File: config.mk
export PLATFORM = sky130hd
export DESIGN_NAME = base64_codec
export DESIGN_NICKNAME = d
export VERILOG_FILES = /design/src/design/b64_pkg.sv /design/src/design/b64_front.sv /design/src/design/b64_queue.sv /design/src/design/b64_back.sv /design/src/design/base64_codec.sv
export SDC_FILE = /design/constraint.sdc
export NUM_CORES = 1
export LEC_CHECK = 0
export ABC_AREA = 1
export BUFFER_PORTS_ARGS = -buffer_cell sky130_fd_sc_hd__clkbuf_2
export CORE_UTILIZATION = 60
export DETAILED_ROUTE_END_ITERATION = 10
export PLACE_DENSITY = 0.79
export SLEW_MARGIN = 20
export SYNTH_ARGS = -nofsm -noshare
export SYNTH_HDL_FRONTEND = slang
export SYNTH_SLANG_ARGS = --single-unit
File: constraint.sdc
create_clock -name clk_i -period 3.6 [get_ports clk_i]
set_clock_uncertainty 0.1 [all_clocks]
set_input_delay 0.36 -clock clk_i [delete_from_list [all_inputs] [get_ports clk_i]]
set_output_delay 0.36 -clock clk_i [all_outputs]
set_load 0.1 [all_outputs]
File: src/design/b64_pkg.sv
// ----------------------------------------------------------------------------
// b64_pkg
// Shared types and character tables for the Base64 codec.
// ----------------------------------------------------------------------------
`default_nettype none

package b64_pkg;

  localparam int unsigned QueueDepth = 2;

  typedef struct packed {
    logic [7:0] in_byte;
    logic       has_byte;
    logic       end_of_message;
  } b64_in_t;

  typedef struct packed {
    logic [7:0] out_byte;
    logic       last_of_item;
    logic       message_done;
  } b64_out_t;

  // One classified item: up to four output bytes, first one in slot 0
  typedef struct packed {
    logic [0:3][7:0] data;
    logic [1:0]      last_idx;
    logic            eom;
  } b64_job_t;

  // Queue status seen by the front and the back
  typedef struct packed {
    logic full;
    logic valid;
  } b64_qstat_t;

  typedef struct packed {
    logic       ok;
    logic [5:0] val;
  } b64_sextet_t;

  localparam logic [7:0] CharPad = 8'h3D;  // '='

  function automatic logic [7:0] b64_char(input logic [5:0] v);
    logic [7:0] c;
    if (v < 6'd26) begin
      c = 8'h41 + {2'b00, v};
    end else if (v < 6'd52) begin
      c = 8'h61 + {2'b00, v} - 8'd26;
    end else if (v < 6'd62) begin
      c = 8'h30 + {2'b00, v} - 8'd52;
    end else if (v == 6'd62) begin
      c = 8'h2B;
    end else begin
      c = 8'h2F;
    end
    return c;
  endfunction

  function automatic b64_sextet_t b64_sextet(input logic [7:0] c);
    b64_sextet_t s;
    s.ok  = 1'b1;
    s.val = '0;
    if (c inside {[8'h41:8'h5A]}) begin
      s.val = 6'(c - 8'h41);
    end else if (c inside {[8'h61:8'h7A]}) begin
      s.val = 6'(c - 8'h61 + 8'd26);
    end else if (c inside {[8'h30:8'h39]}) begin
      s.val = 6'(c - 8'h30 + 8'd52);
    end else if (c == 8'h2B) begin
      s.val = 6'd62;
    end else if (c == 8'h2F) begin
      s.val = 6'd63;
    end else begin
      s.ok = 1'b0;
    end
    return s;
  endfunction

endpackage

`default_nettype wire

File: src/design/b64_front.sv
// ----------------------------------------------------------------------------
// b64_front
// Accepts items, keeps the partial group and forms the output bytes of each.
// ----------------------------------------------------------------------------
`default_nettype none

module b64_front import b64_pkg::*; (
  input  wire logic       clk_i,
  input  wire logic       rst_ni,
  input  wire logic       cfg_we_i,
  input  wire logic       cfg_wdata_i,
  input  wire logic       in_valid_i,
  input  wire b64_in_t    in_item_i,
  input  wire b64_qstat_t q_stat_i,
  output logic            push_o,
  output b64_job_t        job_o
);

  logic        mode_q;
  logic [23:0] bits_q, bits_d;
  logic [1:0]  cnt_q, cnt_d;
  logic        accept;
  logic        has_job;
  logic [23:0] bits_n;
  logic [1:0]  cnt_n;
  logic [1:0]  c;
  logic        full;
  b64_sextet_t sx;
  logic [0:3][7:0] chars;

  assign accept = in_valid_i && !q_stat_i.full;
  assign sx     = b64_sextet(in_item_i.in_byte);

  always_comb begin
    bits_n  = bits_q;
    cnt_n   = cnt_q;
    full    = 1'b0;
    has_job = 1'b0;
    job_o   = '0;
    c       = '0;
    chars   = '0;
    job_o.eom = in_item_i.end_of_message;
    if (!mode_q) begin
      c = (cnt_q == 2'd3) ? 2'd2 : cnt_q;
      if (in_item_i.has_byte) begin
        case (c)
          2'd0:    bits_n = bits_q | {in_item_i.in_byte, 16'h0000};
          2'd1:    bits_n = bits_q | {8'h00, in_item_i.in_byte, 8'h00};
          default: bits_n = bits_q | {16'h0000, in_item_i.in_byte};
        endcase
        cnt_n = c + 2'd1;
        full  = (cnt_n == 2'd3);
      end
      for (int i = 0; i < 4; i++) begin
        chars[i] = b64_char(bits_n[23 - 6*i -: 6]);
      end
      if (full) begin
        has_job        = 1'b1;
        job_o.data     = chars;
        job_o.last_idx = 2'd3;
      end else if (in_item_i.end_of_message && cnt_n != 2'd0) begin
        // partial group: cnt+1 characters, then pad
        has_job        = 1'b1;
        job_o.last_idx = 2'd3;
        for (int i = 0; i < 4; i++) begin
          job_o.data[i] = (2'(i) <= cnt_n) ? chars[i] : CharPad;
        end
      end
    end else begin
      if (in_item_i.has_byte && sx.ok) begin
        case (cnt_q)
          2'd0:    bits_n = bits_q | {sx.val, 18'h0};
          2'd1:    bits_n = bits_q | {6'h0, sx.val, 12'h0};
          2'd2:    bits_n = bits_q | {12'h0, sx.val, 6'h0};
          default: bits_n = bits_q | {18'h0, sx.val};
        endcase
        if (cnt_q == 2'd3) begin
          full = 1'b1;
        end else begin
          cnt_n = cnt_q + 2'd1;
        end
      end
      job_o.data = {bits_n, 8'h00};
      if (full) begin
        has_job        = 1'b1;
        job_o.last_idx = 2'd2;
      end else if (in_item_i.end_of_message && cnt_n >= 2'd2) begin
        has_job        = 1'b1;
        job_o.last_idx = cnt_n - 2'd2;
      end
    end
  end

  always_comb begin
    bits_d = bits_n;
    cnt_d  = cnt_n;
    if (full || in_item_i.end_of_message) begin
      bits_d = '0;
      cnt_d  = '0;
    end
  end

  assign push_o = accept && has_job;

  always_ff @(posedge clk_i or negedge rst_ni) begin
    if (!rst_ni) begin
      mode_q <= 1'b0;
      bits_q <= '0;
      cnt_q  <= '0;
    end else if (cfg_we_i) begin
      mode_q <= cfg_wdata_i;
      bits_q <= '0;
      cnt_q  <= '0;
    end else if (accept) begin
      bits_q <= bits_d;
      cnt_q  <= cnt_d;
    end
  end

endmodule

`default_nettype wire

File: src/design/b64_queue.sv
// ----------------------------------------------------------------------------
// b64_queue
// Two-entry queue of classified items between front and back.
// ----------------------------------------------------------------------------
`default_nettype none

module b64_queue import b64_pkg::*; (
  input  wire logic       clk_i,
  input  wire logic       rst_ni,
  input  wire logic       push_i,
  input  wire b64_job_t   job_i,
  input  wire logic       pop_i,
  output b64_qstat_t      stat_o,
  output b64_job_t        job_o
);

  localparam int unsigned PtrW = $clog2(QueueDepth);
  localparam int unsigned CntW = $clog2(QueueDepth + 1);

  b64_job_t            mem_q [QueueDepth];
  logic [PtrW-1:0]     wr_q, rd_q;
  logic [CntW-1:0]     cnt_q, cnt_d;

  assign stat_o.full  = (cnt_q == CntW'(QueueDepth));
  assign stat_o.valid = (cnt_q != '0);
  assign job_o        = mem_q[rd_q];

  always_comb begin
    cnt_d = cnt_q;
    if (push_i && !pop_i) begin
      cnt_d = cnt_q + CntW'(1);
    end else if (pop_i && !push_i) begin
      cnt_d = cnt_q - CntW'(1);
    end
  end

  always_ff @(posedge clk_i or negedge rst_ni) begin
    if (!rst_ni) begin
      wr_q  <= '0;
      rd_q  <= '0;
      cnt_q <= '0;
    end else begin
      cnt_q <= cnt_d;
      if (push_i) begin
        wr_q <= (wr_q == PtrW'(QueueDepth - 1)) ? '0 : wr_q + PtrW'(1);
      end
      if (pop_i) begin
        rd_q <= (rd_q == PtrW'(QueueDepth - 1)) ? '0 : rd_q + PtrW'(1);
      end
    end
  end

  always_ff @(posedge clk_i) begin
    if (push_i) begin
      mem_q[wr_q] <= job_i;
    end
  end

endmodule

`default_nettype wire

File: src/design/b64_back.sv
// ----------------------------------------------------------------------------
// b64_back
// Sends the bytes of each queued item, one per cycle while the output is not stalled, as registered output.
// ----------------------------------------------------------------------------
`default_nettype none

module b64_back import b64_pkg::*; (
  input  wire logic       clk_i,
  input  wire logic       rst_ni,
  input  wire b64_qstat_t q_stat_i,
  input  wire b64_job_t   job_i,
  output logic            pop_o,
  input  wire logic       out_stall_i,
  output logic            out_valid_o,
  output b64_out_t        out_item_o
);

  logic       busy_q, busy_d;
  b64_job_t   job_q;
  logic [1:0] idx_q, idx_d;
  logic       take, is_last, finish;

  assign out_valid_o = busy_q;
  assign take        = busy_q && !out_stall_i;
  assign is_last     = (idx_q == job_q.last_idx);
  assign finish      = take && is_last;
  assign pop_o       = q_stat_i.valid && (!busy_q || finish);

  assign out_item_o.out_byte     = job_q.data[idx_q];
  assign out_item_o.last_of_item = is_last;
  assign out_item_o.message_done = is_last && job_q.eom;

  always_comb begin
    busy_d = busy_q;
    idx_d  = idx_q;
    if (pop_o) begin
      busy_d = 1'b1;
      idx_d  = '0;
    end else if (finish) begin
      busy_d = 1'b0;
    end else if (take) begin
      idx_d = idx_q + 2'd1;
    end
  end

  always_ff @(posedge clk_i or negedge rst_ni) begin
    if (!rst_ni) begin
      busy_q <= 1'b0;
      idx_q  <= '0;
    end else begin
      busy_q <= busy_d;
      idx_q  <= idx_d;
    end
  end

  always_ff @(posedge clk_i) begin
    if (pop_o) begin
      job_q <= job_i;
    end
  end

endmodule

`default_nettype wire

File: src/design/base64_codec.sv
// ----------------------------------------------------------------------------
// base64_codec
// Streaming Base64 encoder/decoder, standard alphabet, mode set by register.
// ----------------------------------------------------------------------------
//
//   channel  | direction | handshake               | payload
//   ---------+-----------+-------------------------+-------------------------
//   in       | input     | in_valid_i / in_stall_o | in_item_i  (b64_in_t)
//   out      | output    | out_valid_o/ out_stall_i| out_item_o (b64_out_t)
//   cfg      | input     | cfg_we_i                | cfg_wdata_i (decode mode)
//
// An item yields 0 to 4 output bytes that leave at one per cycle while the
// output is not stalled, so throughput is set by the output port.
// The front waits only while the two-entry queue is full.
// An item passes through a queue entry, then the back stage register, before output.
// Reset clears mode (encode), the partial group, the queue and the back stage.
// A stalled output holds its byte; the front keeps taking items into the queue until it is full.
// ----------------------------------------------------------------------------
`default_nettype none

module base64_codec import b64_pkg::*; (
  input  wire logic     clk_i,
  input  wire logic     rst_ni,
  input  wire logic     cfg_we_i,
  input  wire logic     cfg_wdata_i,
  input  wire logic     in_valid_i,
  input  wire b64_in_t  in_item_i,
  output logic          in_stall_o,
  output logic          out_valid_o,
  input  wire logic     out_stall_i,
  output b64_out_t      out_item_o
);

  // front -> queue
  logic       job_push;
  b64_job_t   job_in;
  // queue -> back
  b64_qstat_t q_stat;
  b64_job_t   job_out;
  logic       job_pop;

  // Front stalls only on a full queue, never on the output side directly
  assign in_stall_o = q_stat.full;

  b64_front u_front (
    .clk_i       (clk_i),
    .rst_ni      (rst_ni),
    .cfg_we_i    (cfg_we_i),
    .cfg_wdata_i (cfg_wdata_i),
    .in_valid_i  (in_valid_i),
    .in_item_i   (in_item_i),
    .q_stat_i    (q_stat),
    .push_o      (job_push),
    .job_o       (job_in)
  );

  b64_queue u_queue (
    .clk_i  (clk_i),
    .rst_ni (rst_ni),
    .push_i (job_push),
    .job_i  (job_in),
    .pop_i  (job_pop),
    .stat_o (q_stat),
    .job_o  (job_out)
  );

  b64_back u_back (
    .clk_i       (clk_i),
    .rst_ni      (rst_ni),
    .q_stat_i    (q_stat),
    .job_i       (job_out),
    .pop_o       (job_pop),
    .out_stall_i (out_stall_i),
    .out_valid_o (out_valid_o),
    .out_item_o  (out_item_o)
  );

`ifndef ASSERT_OFF
  // No push into a full queue
  a_no_overflow: assert property (@(posedge clk_i) disable iff (!rst_ni)
    job_push |-> !q_stat.full)
    else $error("queue overflow");

  // Back pops only when an item is queued
  a_no_underflow: assert property (@(posedge clk_i) disable iff (!rst_ni)
    job_pop |-> q_stat.valid)
    else $error("queue underflow");

  // Queue fills only through a push
  a_full_by_push: assert property (@(posedge clk_i) disable iff (!rst_ni)
    $rose(q_stat.full) |-> $past(job_push))
    else $error("queue full without push");

  // An output taken while the queue holds work keeps the output busy
  a_back_refill: assert property (@(posedge clk_i) disable iff (!rst_ni)
    (out_valid_o && !out_stall_i && q_stat.valid) |=> out_valid_o)
    else $error("back stage idled with queued work");
`endif

endmodule

`default_nettype wire
# ---- Word-level counts from Yosys, hierarchy flattened
# Memory sizes are Yosys's and may differ from the RTL's. A register that Yosys moved wholly into a read port is not among the register bits.
# Index checks and enable logic that the tools add are counted.
# W data, S select, Z words.
dict set report op_classes {
  mux 79
  add_sub_neg 33
  bitwise 8
  eq_ne 14
  order_cmp 24
  n_reduce_logical 30
}
# operator n
set ops {}
lappend ops {{$mux W24} 7}
lappend ops {{$mux W8} 18}
lappend ops {{$mux W34} 3}
lappend ops {{$pmux W24 S3} 1}
lappend ops {{$add A7 B6 Y8 const A} 8}
lappend ops {{$lt A6 B6 Y1 const B} 8}
lappend ops {{$or A24 B24 Y24} 2}
lappend ops {{$pmux W24 S2} 1}
lappend ops {{$mux W2} 17}
lappend ops {{$sub A8 B5 Y8 const B} 4}
lappend ops {{$sub A8 B6 Y8 const B} 4}
lappend ops {{$mux W6} 5}
lappend ops {{$add A6 B6 Y7 const A} 4}
lappend ops {{$eq A6 B6 Y1 const B} 4}
lappend ops {{$lt A6 B5 Y1 const B} 4}
lappend ops {{$or A24 B12 Y24} 1}
lappend ops {{$or A24 B16 Y24} 1}
lappend ops {{$or A24 B18 Y24} 1}
lappend ops {{$or A24 B6 Y24} 1}
lappend ops {{$or A24 B8 Y24} 1}
lappend ops {{$mux W1} 22}
lappend ops {{$bmux W8 S2} 1}
lappend ops {{$eq A8 B6 Y1 const B} 2}
lappend ops {{$ge A8 B7 Y1 const B} 2}
lappend ops {{27 further kinds} 66}
dict set report word_totals {
  mem_count 1
  regBits 34
  ram_bits 70
  inputBits 16
  output_inout_bits 12
  elab_cells 197
}
# memory depth width rd rd_ports_with_merged_regs write_ports line_no
set memory_table {}
lappend memory_table {u_queue.mem_q 2 35 1 1 1 b64_queue.sv:20} ;# b64_job_t mem_q [QueueDepth];

# ---- Depth between registers and ports, before layout
dict set report depth {
  word_depth 19
  mapped_depth 20
  depth_no_buf 19
}

# ---- By module
# Synthesis repeated with hierarchy kept, for this count alone.
dict set report unflattened {
  hier_cells 1002
  hier_area_um2 8864.8
}
# module instances seq_area_each_um2 area_each_um2 cells_per_inst
set by_module_without_submodules {}
lappend by_module_without_submodules {b64_front 1 675.6 4495.6 759}
lappend by_module_without_submodules {b64_queue 1 2202.1 2882.8 134}
lappend by_module_without_submodules {b64_back 1 1126.1 1486.4 109}

# ---- Worst setup path after synthesis
# Ideal clock, no wire load.
dict set report synth_path {
  kind {input port to flip-flop}
  start {input port in_item_i[4] (netlist name)}
  end {memory u_queue.mem_q[1][0] (netlist name) (enable)}
  path_slack_ns -0.163
  path_buffers 1
  cell_stages 15
  t_required_ns 3.073
  setup_time_ns 0.427
  arrival_ns 3.236
  cell_sequence {buf_6 inv_2 ha_1 nand2_1 nand2_1 nor2_1 nor2_2 nand2_4 nand2_4 nor2_8 nor2_8 nand2_4 nand3_1 nand2_1 nor2_1}
}
dict set report synth_via {
  elab_chain_cells 17
  elab_cells_between_ends 29
}
# item line_no
set synth_rtl {}
lappend synth_rtl {{start, declared} base64_codec.sv:27} ;# input wire b64_in_t in_item_i,
lappend synth_rtl {{branches (longest 5 deep; another with $ge A8 B6 Y1)} --}
lappend synth_rtl {{$mux W1 *} b64_pkg.sv:63} ;# if (c inside {[8'h41:8'h5A]}) begin
lappend synth_rtl {{$logic_and A1 B1 Y1 *} b64_front.sv:70} ;# if (in_item_i.has_byte && sx.ok) begin
lappend synth_rtl {{$mux W2} b64_front.sv:70}
lappend synth_rtl {{$mux W2} b64_front.sv:43} ;# if (!mode_q) begin
lappend synth_rtl {{$ge A2 B2 Y1} b64_front.sv:87} ;# end else if (in_item_i.end_of_message && cnt_n >= 2'd2) begin
lappend synth_rtl {{$logic_and A1 B1 Y1} b64_front.sv:87}
lappend synth_rtl {{$mux W1} b64_front.sv:87}
lappend synth_rtl {{$mux W1 *} b64_front.sv:84} ;# if (full) begin
lappend synth_rtl {{$mux W1 *} b64_front.sv:43}
lappend synth_rtl {{$logic_and A1 B1 Y1 *} b64_front.sv:103} ;# assign push_o = accept && has_job;
lappend synth_rtl {{$mux W1 *} b64_queue.sv:54} ;# if (push_i) begin
lappend synth_rtl {{$mux W1 (not written as such) *} b64_queue.sv:55} ;# mem_q[wr_q] <= job_i;
lappend synth_rtl {{end, declared} b64_queue.sv:20}
# Mark *: on every way between the ends. The select of a mux whose other input is x is not followed.

==> impl_metrics.csv <==
group,metric,value,unit
status,status,"complete, no violations",
global_route,overflow,0,
power,internal_power,3610,uW
cells_and_area,regArea,4000,sq um
floorplan,die_width,126,um
floorplan,die_h,126,um
cells_and_area,finish.utilization,0.691,
global_route,grtUsageTotal,0.307,
detailed_routing,wl_per_cell,16.6,um
detailed_routing,drc,0,
global_route,grt_max_degree,41,
synth,synth_seq_area_share,0.434,
floorplan,pin_count,28,
worst_setup_path,rr_worst_depth,13,
synth,synth_fp_nets,1244,
detailed_routing,initialDrtViolationCount,951,
synth,synth_cell_types,46,
worst_hold_path,worstHoldEndpoint,"u_front.mode_q$_DFFE_PN0P_",
detailed_routing,drtPass1Iterations,6,
synth,synth_edf_count,105,
cts,cts.clk_slew.worst_paths,0.06,ns
cts,cts_root_buf,"clkbuf_16",
worst_setup_path,reg2reg_setup_slack,0.43,ns
detailed_routing,wl,23400,um
worst_hold_path,hold_depth,3,
synth,synth_seq_cells,139,
timing,max-slew-margin-rel,0.378,
floorplan,die-area,15900,sq um
cts,clockBufferDepth,2,
cts,cts_made_buffers,17,
worst_setup_path,reg2reg_to,"u_queue.mem_q[0][24]$_DFFE_PP_",
worst_setup_path,r2r-start,"u_front.cnt_q[0]$_DFFE_PN0P_",
cts,post_cts_resized,0,
placed_design,dp_cells,1373,
cells_and_area,nets,1276,
synth,synthArstFlopShare,0.245,
cts,insertion_delay,0.42,ns
floorplan,start_util,0.626,
cells_and_area,mostFrequentLayoutCells,"413 x nand2_1, 115 x nand3_1, 113 x inv_1",
placed_design,place.port_buffers,27,
timing,max_freq,316,MHz
detailed_routing,drtAntennaViolNets,0,
power,peakVddDrop,0.000745,V
power,p_leak,0.00482,uW
cts,clock_sinks,139,
worst_setup_path,critPathArrivalTime,3.21,ns
cts,cts.hold.buffers_added,1,
cts,htree_levels,4,
cts,post_cts_buffers,0,
timing,fin_crit_sh,0.880,
floorplan,rows,44,
global_route,antenna_found_initial,0,
synth,syn_avg_cell_area,7.84,sq um
power,pwr-share-clk,0.280,
worst_hold_path,hold_path_startpoint,"cfg_wdata_i",
cells_and_area,multi_input_area,4550,sq um
timing,hold_violations,0,
power,combPwrFrac,0.355,
power,power.density,607,nW/um^2
cells_and_area,nFillCells,1169,
synth,synth_cells,1177,
floorplan,fp.coreArea,14800,sq um
placed_design,gp_congestion,0.941,
run,cap_violations,0,
worst_hold_path,min_path_type,"in2reg",
cells_and_area,final_common_cell,"nand2_1",
timing,maxSlewViolCount,0,
synth,synthFlopType,"edfxtp_1",
detailed_routing,vias_per_cell,5.88,
worst_setup_path,critPathCaptureType,"flop",
synth,ys.warnings.count,0,
detailed_routing,dr_total_vias,8268,
worst_setup_path,path_max_fanout,9,
synth,synth_area,9230,sq um
timing,worstMarginPinSlew,0.933,ns
cells_and_area,diodes,0,
timing,fin_crit,3.17,ns
placed_design,dpl.hpwl,16800,um
cells_and_area,fin_cells,1406,
global_route,grt_pass1_wl,38200,um
global_route,first_global_vias,7660,
cells_and_area,syn_to_final_growth,10.5,%
worst_setup_path,path_class,"reg2reg",
timing,setup_viol,0,
cts,cts_tree,"built",
cells_and_area,drive_above_1_share,0.118,
timing,timing.setup.tns,0,ns
synth,synthTopCellsByArea,"edfxtp_1 34%, nand2_1 17%, dfrtp_1 9.2%",
synth,synth_area_leader_cell,"edfxtp_1",
power,switchingPower,2580,uW
timing,rsz0062_at_grt,"false",
worst_setup_path,critPathLaunchType,"flop",
power,seqPwrFrac,0.365,
power,swShare,0.417,
worst_setup_path,critPathRequiredTime,3.64,ns
synth,synth_top_area_share,0.342,
==> critical path, cell delays in order, from the launching register on <==
cell and delay (ns):
dfrtp_1 0.51, nand2_1 0.10, nor2_2 0.30, inv_1 0.18
o21ai_2 0.16, inv_1 0.15, ha_1 0.23, or2_2 0.37
a21oi_1 0.37, nand3_1 0.12, nand3_1 0.08, nand2_1 0.05
nand2_1 0.06, nand2_1 0.11
==> area by class of cell <==
class | count | share of cell area
multi-input cells | 875 | 0.446
flip-flops and latches | 139 | 0.393
inverters | 126 | 0.0469
clock buffers | 18 | 0.0421
repair buffers | 50 | 0.0341
well taps | 184 | 0.0226
clock inverters | 14 | 0.0157
==> metal layers <==
layer | part of all wire | vias to the layer above | GRT usage | wire length [um]
li1 | - | 3948 | - | -
met1 | 0.41 | 3842 | 0.395 | 9680
met2 | 0.49 | 429 | 0.527 | 11400
met3 | 0.073 | 49 | 0.0463 | 1710
met4 | 0.024 | 0 | 0.113 | 558
met5 | 0 | - | 0 | 0
==> flip-flops by register name, indices dropped and copies added, names as in the netlist <==
register / flops
u_queue.rd_q: 1
u_back.out_valid_o: 1
u_back.idx_q: 2
u_back.job_q: 35
u_queue.mem_q: 70
u_front.mode_q: 1
u_front.cnt_q: 2
u_queue.cnt_q: 2
u_queue.wr_q: 1
u_front.bits_q: 24
==> metrics by stage <==
| stage | cell area, sq um | total power, uW | hold slack [ns] | setup slack [ns] |
|---|---|---|---|---|
| 3_3_place_gp | 9600 | 4430 | 0.360 | 0.492 |
| 2_1_floorplan | 9230 | 3970 | -0.0356 | 0.413 |
| 6_report | 10200 | 6190 | 0.0695 | 0.433 |
| 3_5_place_dp | 9600 | 4470 | 0.362 | 0.397 |
| 5_1_grt | 10200 | 6470 | 0.0931 | 0.185 |
| 4_1_cts | 10200 | 6210 | 0.0645 | 0.501 |
==> power groups by stage <==
stage	Sequential [uW]	Combinational, uW	Clock (uW)
6_report	2260	2200	1730
2_1_floorplan	2240	1730	0
4_1_cts	2270	2200	1750
3_3_place_gp	2290	2140	0
5_1_grt	2290	2370	1810
3_5_place_dp	2290	2170	0
==> kinds of logic after synthesis <==
logic type               Yosys count  share of synthesized area
adder cells (fa/ha/maj)           51                     0.0691
flip-flops                       139                      0.434
AND/OR/NAND/NOR                  646                      0.300
AO/OA/AOI/OAI                    154                      0.101
buffers and inverters            163                     0.0736
XOR/XNOR                          24                     0.0228
==> cell usage after synthesis (6+ instances only) <==
master / n
nand2_1: 413
inv_1: 113
inv_2: 11
a21oi_1: 35
o21ai_2: 14
o211ai_1: 9
a31oi_1: 6
nand3_2: 8
nor2_1: 70
ha_1: 51
xor2_1: 19
nand4_1: 7
nor2_2: 8
o21ai_0: 59
o21ai_1: 7
clkbuf_1: 22
dfrtp_1: 34
o22ai_1: 10
nand3_1: 115
edfxtp_1: 105
nand2_2: 6
==> how the worst max path moves through the flow <==
| stage | startpoint | to | cells past startpoint |
|---|---|---|---|
| after floorplan | in_item_i[4] | u_queue.mem_q[1][0]$_DFFE_PP_ | 15 |
| after global placement | in_item_i[3] | u_queue.cnt_q[1]$_DFFE_PN0P_ | 20 |
| after detailed placement | in_item_i[1] | u_queue.mem_q[0][24]$_DFFE_PP_ | 14 |
| after CTS | u_front.cnt_q[0]$_DFFE_PN0P_ | u_queue.mem_q[0][24]$_DFFE_PP_ | 13 |
| after global routing | u_front.cnt_q[0]$_DFFE_PN0P_ | u_queue.mem_q[0][24]$_DFFE_PP_ | 13 |
| final | u_front.cnt_q[0]$_DFFE_PN0P_ | u_queue.mem_q[0][24]$_DFFE_PP_ | 13 |
No activity file was read; power rests on OpenSTA's default activity.
